[src/hw/rtl/mrrc_pkg.sv]
// Shared types, constants and the CRC-16 byte update for the Modbus
// read-response checker. No dependencies; every other file imports this.
package mrrc_pkg;

  localparam logic [15:0] CRC_POLY      = 16'hA001;
  localparam logic [15:0] CRC_INIT      = 16'hFFFF;
  localparam int          POS_W         = 4;
  localparam logic [3:0]  FRAME_BYTES   = 4'd9;
  localparam logic [3:0]  CRC_BYTES_END = 4'd7;
  localparam logic [3:0]  POS_WORD1_HI  = 4'd3;
  localparam logic [3:0]  POS_WORD1_LO  = 4'd4;
  localparam logic [3:0]  POS_WORD2_HI  = 4'd5;
  localparam logic [3:0]  POS_WORD2_LO  = 4'd6;
  localparam logic [3:0]  POS_LAST      = 4'd8;

  // One received byte with its frame start flag
  typedef struct packed {
    logic [7:0] rx_byte;
    logic       frame_start;
  } item_t;

  // One checked frame
  typedef struct packed {
    logic        crc_ok;
    logic [15:0] first_word;
    logic [15:0] second_word;
    logic [15:0] computed_crc;
  } result_t;

  // Frame tracker status toward the top level
  typedef struct packed {
    logic             take;
    logic [POS_W-1:0] pos;
  } frame_stat_t;

  // Reflected CRC-16 update over one byte, eight shift steps unrolled
  function automatic logic [15:0] crc_byte(input logic [15:0] crc_in,
                                           input logic [7:0]  data);
    logic [15:0] crc;
    crc = crc_in ^ {8'h00, data};
    for (int k = 0; k < 8; k++) begin
      if (crc[0]) begin
        crc = (crc >> 1) ^ CRC_POLY;
      end else begin
        crc = crc >> 1;
      end
    end
    return crc;
  endfunction

endpackage

[src/hw/rtl/mrrc_frame.sv]
// Frame tracker: byte position, running CRC and register words, and the
// frame result built on the ninth byte. Depends on mrrc_pkg.
module mrrc_frame (
  input  logic                 clk,
  input  logic                 rst_n,
  input  logic                 item_valid,
  input  mrrc_pkg::item_t      item,
  input  logic                 out_free,
  output mrrc_pkg::frame_stat_t stat,
  output logic                 res_valid,
  output mrrc_pkg::result_t    res
);
  import mrrc_pkg::*;

  logic [POS_W-1:0] pos_r,  pos_nxt;
  logic [15:0]      crc_r,  crc_nxt;
  logic [15:0]      w1_r,   w1_nxt;
  logic [15:0]      w2_r,   w2_nxt;
  logic [7:0]       low_r,  low_nxt;

  logic [POS_W-1:0] pos_eff;
  logic [15:0]      crc_eff, w1_eff, w2_eff;
  logic [7:0]       low_eff;
  logic             active;
  logic             last;
  logic             take;

  // A start flag restarts the frame at position zero, other state at reset values
  assign pos_eff = item.frame_start ? '0       : pos_r;
  assign crc_eff = item.frame_start ? CRC_INIT : crc_r;
  assign w1_eff  = item.frame_start ? 16'h0000 : w1_r;
  assign w2_eff  = item.frame_start ? 16'h0000 : w2_r;
  assign low_eff = item.frame_start ? 8'h00    : low_r;

  assign active = (pos_eff < FRAME_BYTES);
  assign last   = active && (pos_eff == POS_LAST);

  // Hold the byte only when its result cannot enter the output register
  assign take = item_valid && (!last || out_free);

  // Next frame state
  always_comb begin
    pos_nxt = pos_r;
    crc_nxt = crc_r;
    w1_nxt  = w1_r;
    w2_nxt  = w2_r;
    low_nxt = low_r;
    if (take) begin
      pos_nxt = pos_eff;
      crc_nxt = crc_eff;
      w1_nxt  = w1_eff;
      w2_nxt  = w2_eff;
      low_nxt = low_eff;
      if (active) begin
        pos_nxt = pos_eff + 4'd1;
        if (pos_eff < CRC_BYTES_END) begin
          crc_nxt = crc_byte(crc_eff, item.rx_byte);
        end
        if (pos_eff == POS_WORD1_HI || pos_eff == POS_WORD1_LO) begin
          w1_nxt = {w1_eff[7:0], item.rx_byte};
        end
        if (pos_eff == POS_WORD2_HI || pos_eff == POS_WORD2_LO) begin
          w2_nxt = {w2_eff[7:0], item.rx_byte};
        end
        if (pos_eff == CRC_BYTES_END) begin
          low_nxt = item.rx_byte;
        end
      end
    end
  end

  always_ff @(posedge clk) begin
    if (!rst_n) begin
      pos_r <= FRAME_BYTES;
      crc_r <= CRC_INIT;
      w1_r  <= 16'h0000;
      w2_r  <= 16'h0000;
      low_r <= 8'h00;
    end else begin
      pos_r <= pos_nxt;
      crc_r <= crc_nxt;
      w1_r  <= w1_nxt;
      w2_r  <= w2_nxt;
      low_r <= low_nxt;
    end
  end

  // Build the frame result on the last byte
  assign res_valid        = take && last;
  assign res.crc_ok       = (crc_eff == {item.rx_byte, low_eff});
  assign res.first_word   = w1_eff;
  assign res.second_word  = w2_eff;
  assign res.computed_crc = crc_eff;

  assign stat.take = take;
  assign stat.pos  = pos_r;

endmodule

[config.mk]
export PLATFORM = sky130hd
export DESIGN_NAME = mrrc_frame
export DESIGN_NICKNAME = d
export VERILOG_FILES = /design/src/hw/rtl/mrrc_pkg.sv /design/src/hw/rtl/mrrc_frame.sv
export SDC_FILE = /design/constraint.sdc
export NUM_CORES = 1
export LEC_CHECK = 0
export ABC_AREA = 1
export BUFFER_PORTS_ARGS = -buffer_cell sky130_fd_sc_hd__buf_4
export CAP_MARGIN = 15
export CORE_UTILIZATION = 61
export DETAILED_ROUTE_END_ITERATION = 10
export PLACE_DENSITY = 0.95
export SETUP_SLACK_MARGIN = 0.15
export SYNTH_ARGS = -nofsm -noshare
export SYNTH_HDL_FRONTEND = slang
export SYNTH_SLANG_ARGS = --single-unit
[constraint.sdc]
create_clock -name clk -period 7.6 [get_ports clk]
set_input_delay 1.52 -clock clk [delete_from_list [all_inputs] [get_ports clk]]
set_output_delay 1.52 -clock clk [all_outputs]
set_load 0.05 [all_outputs]
Word level (Yosys, flattened, before mapping)
Index checks and enable logic that the tools add are counted. Widths: inputs -> output; s select.

Bits in registers: 60. Bits of input ports: 13. Output and inout port bits: 55. Word-level logic and storage cells: 74.

$add $sub $neg: 1. Order comparisons: 2. Equal/unequal tests: 7. Multiplexer cells: 43. Bitwise gates (word level): 9. Reduce and logical (&&, ||, !) cells: 7.

Operator list (count): $mux 16 (38); $mux 8 (3); $not 2->3 (8); $eq 16x16->1 (1); $eq 4x3->1 const B (4); $xor 16x8->16 (1); $mux 4 (2); $add 4x1->4 const B (1); $eq 4x2->1 const B (1); $eq 4x4->1 const B (1); $lt 4x3->1 const B (1); $lt 4x4->1 const B (1); $logic_and 1x1->1 (3); $logic_or 1x1->1 (3); $logic_not 1->1 (1).

Depth between registers and ports, before layout
Word-level depth: 41. Mapped depth: 18. Depth with buffers taken out: 16.

Least setup slack after synthesis
Ideal clock, no wire load.

Kind: input to output. From: input item[0] (netlist name). To: output res[48] (netlist name). Arrival time: 4074 ps. Data required time: 6080 ps. Path slack: 2006 ps. Cell stages on the path: 9. Path buffers: 2. Cell sequence: buf_6 buf_6 nor2_1 inv_1 nand2_1 nand4_1 nor4_1 nand2_1 nor4_1.

RTL lines: start, declared (RTL line mrrc_frame.sv:7) `input mrrc_pkg::item_t item,`; end, declared (RTL line mrrc_frame.sv:11) `output mrrc_pkg::result_t res`.

Final worst setup path
From: input item[0] (netlist name). To: output res_valid.

Word-level cells in the longest chain between the ends: 7. Elaborated cells between the ends (all ways): 8. Classes of those cells: 1 x order compare; 1 x eq/ne; 1 x mux; 5 x reduce/logical.

Ends and longest elaborated chain: $mux 4 (*) (RTL line mrrc_frame.sv:29) `assign pos_eff = item.frame_start ? '0 : pos_r;`; $lt 4x4->1 or $eq 4x4->1 (tied branches) (RTL line mrrc_frame.sv:35, mrrc_frame.sv:36); $logic_and 1x1->1 (*) (RTL line mrrc_frame.sv:36) `assign last = active && (pos_eff == POS_LAST);`; $logic_not 1->1 (RTL line mrrc_frame.sv:39) `assign take = item_valid && (!last || out_free);`; $logic_or 1x1->1 (RTL line mrrc_frame.sv:39); $logic_and 1x1->1 (RTL line mrrc_frame.sv:39); $logic_and 1x1->1 (*) (RTL line mrrc_frame.sv:89) `assign res_valid = take && last;`; end, declared (RTL line mrrc_frame.sv:10) `output logic res_valid,`.

Mark *: on every way between the ends. The rest lies on a longest branch, timed or not.

==> summary.md <==
| Metric | Value |
|---|---|
| Top cell type by total area after synthesis | dfxtp_1 |
| Initial DRT Pass Iterations | 5 |
| Root Driver | clkbuf_8 |
| Slew @ Worst Pin | 1.10 ns |
| Synth Area per Inst | between 6 and 7 um2 |
| CTS Hold Buffers Added | 0 |
| Lkg Pwr | between 2 and 2.5 nW |
| TritonCTS clock tree | done |
| CP Max Fanout | 57 |
| CP Launch Type | input pin |
| WP buf/inv | 7 |
| Initial antenna violation count | 0 |
| CORE AREA | 5960 um2 |
| Vias per inst | between 5 and 6 |
| Max_cap viols | 0 |
| GRT Overall Usage | between 30 and 40% |
| M1 GR Usage | between 40% and 50% |
| Critical Path Start | item[0] |
| P per Cell Area | roughly 190 nW/um2 |
| Sequential area share after synthesis | 31.9% |
| Vias in the first global route | about 3,700 |
| Synth cell types | 36 |
| Die width | around 80 um |
| Final worst path period share | approximately two thirds |
| Final Setup Violations | 0 |
| Clock Skews | between 0.009 and 0.01 ns |
| CP top delay family | buffers and inverters |
| RSZ-0062 raised after global routing | false |
| Clock slew at reported path FFs | around 0.070 ns |
| Post-DRT Antenna Nets | 0 |
| Final Hold Vio Count | 0 |
| Cell Area, Synth | approximately 3800 um2 |
| Share of layout cells above drive strength 1 | between 20% and 30% |
| Final critical-path required period | between 5 and 6 ns |
| Met2 GRT Util | a little over half |
| Setup TNS | 0 ns |
| Global route overflow | 0 |
| Detailed Route WL | ~11,000 um |
| Reg2reg start | pos_r[0] |
| Largest net degree at the start of global routing | 63 |
| Status | finished, final reports clean |
| Wirelength per Cell | about 15 um |
| Area delta synth->final | 16.9% |
| FMAX | 0.195 GHz |
| Post-CTS setup buffers | 0 |
| Crit Path Category | in -> out |
| Die area | roughly 6500 um2 |
| Diodes inserted | 0 |
| 1st-iter DRT viols | 481 |
| Crit-path cells | buf_4 -> nor2_1 -> inv_1 -> ha_1 -> inv_1 -> nor3_2 -> nand2_1 -> nand2_2 -> inv_2 -> buf_4 -> nand2_1 -> inv_1 -> buf_4 |
| Worst-skew pair later-pin latency | between 0.3 and 0.4 ns |
| Slew Limit Headroom | 26.7% |
| Post-synthesis register bit count | 60 |
| RePlAce Congestion | between 0.8 and 0.9 |
| Post-placement cell area | roughly 4200 um2 |
| IO Count | 68 |
| Max Slew Vio Count | 0 |
| Top cells by area, synth | dfxtp_1 32%, nand2_1 14%, a21oi_1 10% |
| Final #Nets | 648 |
| H-tree Lvls | 3 |
| Clock buffer depth | 2 |
| Std-Cell Rows | 28 |
| Final HPWL DP | about 6900 um |
| CTS Buf Count | 9 |
| Ys Warns | 0 |
| Top Usage Layer GRT | met2 |
| HP Class | reg -> reg |
| Starting Density | a little over three fifths |
| Crit path capture type | output pin |
| CP Data Required Time | between 6 and 7 ns |
| Hold Slack | about 0.47 ns |
| Largest stage delay, worst path | about 0.44 ns |
| M3 GR Usage | under 10% |
| Die outline height | 80.6 um |
| Port bufs | 67 |
| Worst path arrival time | 3.60 ns |
| Slowest CP cell | buf_4 |
| PostCTS Resize Cnt | 0 |
| First-pass GRT wire length | 16,500 um |
| Mapped Cells | around 580 |
| Clk sink count | 60 |
| Synth top area share | a little under a third |
| Drc violations | 0 |
| Design area | between 4000 and 5000 um2 |
| Min-delay src | w1_r[10] |
| Synthesized Nets | 600 |
| Worst ir drop on vdd | 0.127 mV |
| Vias post-DR | 4,156 |
[worst register-to-register path: cells and delay by family (launching register included)]
| kind | cells | cell delay, ns |
|---|---|---|
| flip-flops | 1 | 0.37 |
| AO/OA/AOI/OAI | 2 | 0.40 |
| adder cells (fa/ha/maj) | 1 | 0.20 |
| buffers and inverters | 4 | 0.69 |
| AND/OR/NAND/NOR | 7 | 0.95 |
[state kept, by name, indices dropped and copies added (netlist names)]
signal  count
w2_r       16
pos_r       4
low_r       8
w1_r       16
crc_r      16
[stage by stage]
stage	setup slack, ns	std cells	power [mW]	utilization (%)
floorplan	2.01	582	0.532	-
global placement	2.58	694	0.583	71.0
detailed placement	2.51	694	0.591	71.0
CTS	2.50	710	0.849	74.0
global route	2.26	710	0.889	74.0
finish	2.48	710	0.853	74.0
[per-layer routing]
metal	vias up	part of all wire [%]	routed length (um)
met3	32	8.2	860
met5	-	0	0
met4	0	3.1	327
li1	1998	-	-
met2	212	48	4990
met1	1914	41	4330
[final cells by class]
type                       instances  area [um2]
clock inverter                     6        38.8
multi-input combinational        408        2110
clock buffer                      10         138
timing repair buffer              69         518
inverter                          82         310
sequential                        60        1200
tap                               75        93.8
fill                             506        1550
[logic make-up after synthesis]
family	share of synthesized area [%]
AOI/OAI and AO/OA	27.5
xor gates and xnor gates	1.36
adders and majority gates	1.66
buffers and inverters	12.4
DFF	31.9
and+or+nand+nor	25.2
[synthesized netlist by cell type]
cell and number:
o2111ai_1 2, o21ai_0 50, a221oi_2 10, clkbuf_1 13, nand2_2 8, nand2_1 142, buf_2 13, nor3_2 1
nand4_1 2, dfxtp_1 60, buf_6 2, o221ai_1 2, xor2_1 4, clkinv_1 1, o22ai_4 1, inv_1 68
buf_4 2, nor2_2 5, o211ai_1 6, a31oi_1 3, nor2_4 2, a21oi_1 77, xor2_2 1, buf_1 2
nor2_1 52, inv_2 12, nand3_1 10, nor4_1 2, a221oi_1 7, o21ai_1 6, ha_1 5, nand2_4 2
o22ai_1 3, nor3_1 2, inv_4 1, a211oi_1 3
[cell usage in the layout (no fill, tap or decap), types with 2 or more instances in the layout]
cell          n
a211oi_1      3
a21oi_1      77
a221oi_1      7
a221oi_2     10
a31oi_1       3
buf_4        69
clkbuf_8     10
clkinv_2      3
clkinvlp_4    2
dfxtp_1      60
ha_1          5
inv_1        68
inv_2        12
nand2_1     141
nand2_2       9
nand2_4       2
nand3_1      10
nand4_1       2
nor2_1       52
nor2_2        5
nor2_4        2
nor3_1        2
nor4_1        2
o2111ai_1     2
o211ai_1      6
o21ai_0      50
o21ai_1       5
o221ai_1      2
o22ai_1       3
xor2_1        4
[path summary, 6_finish.rpt]
kind,to,slack (ns),cells after the start
worst min register to register,w1_r[10],0.47,2
worst max-delay path,res_valid,2.48,13
worst min-delay path,w1_r[10],0.47,2
worst max register to register,crc_r[7],4.91,14
[power breakdown]
| group | total (mW) | switching, mW | internal (mW) |
|---|---|---|---|
| Clock | 0.265 | 0.138 | 0.126 |
| Sequential | 0.351 | 0.0130 | 0.338 |
| Combinational | 0.237 | 0.169 | 0.0687 |
(Power assumes the default switching activity.)
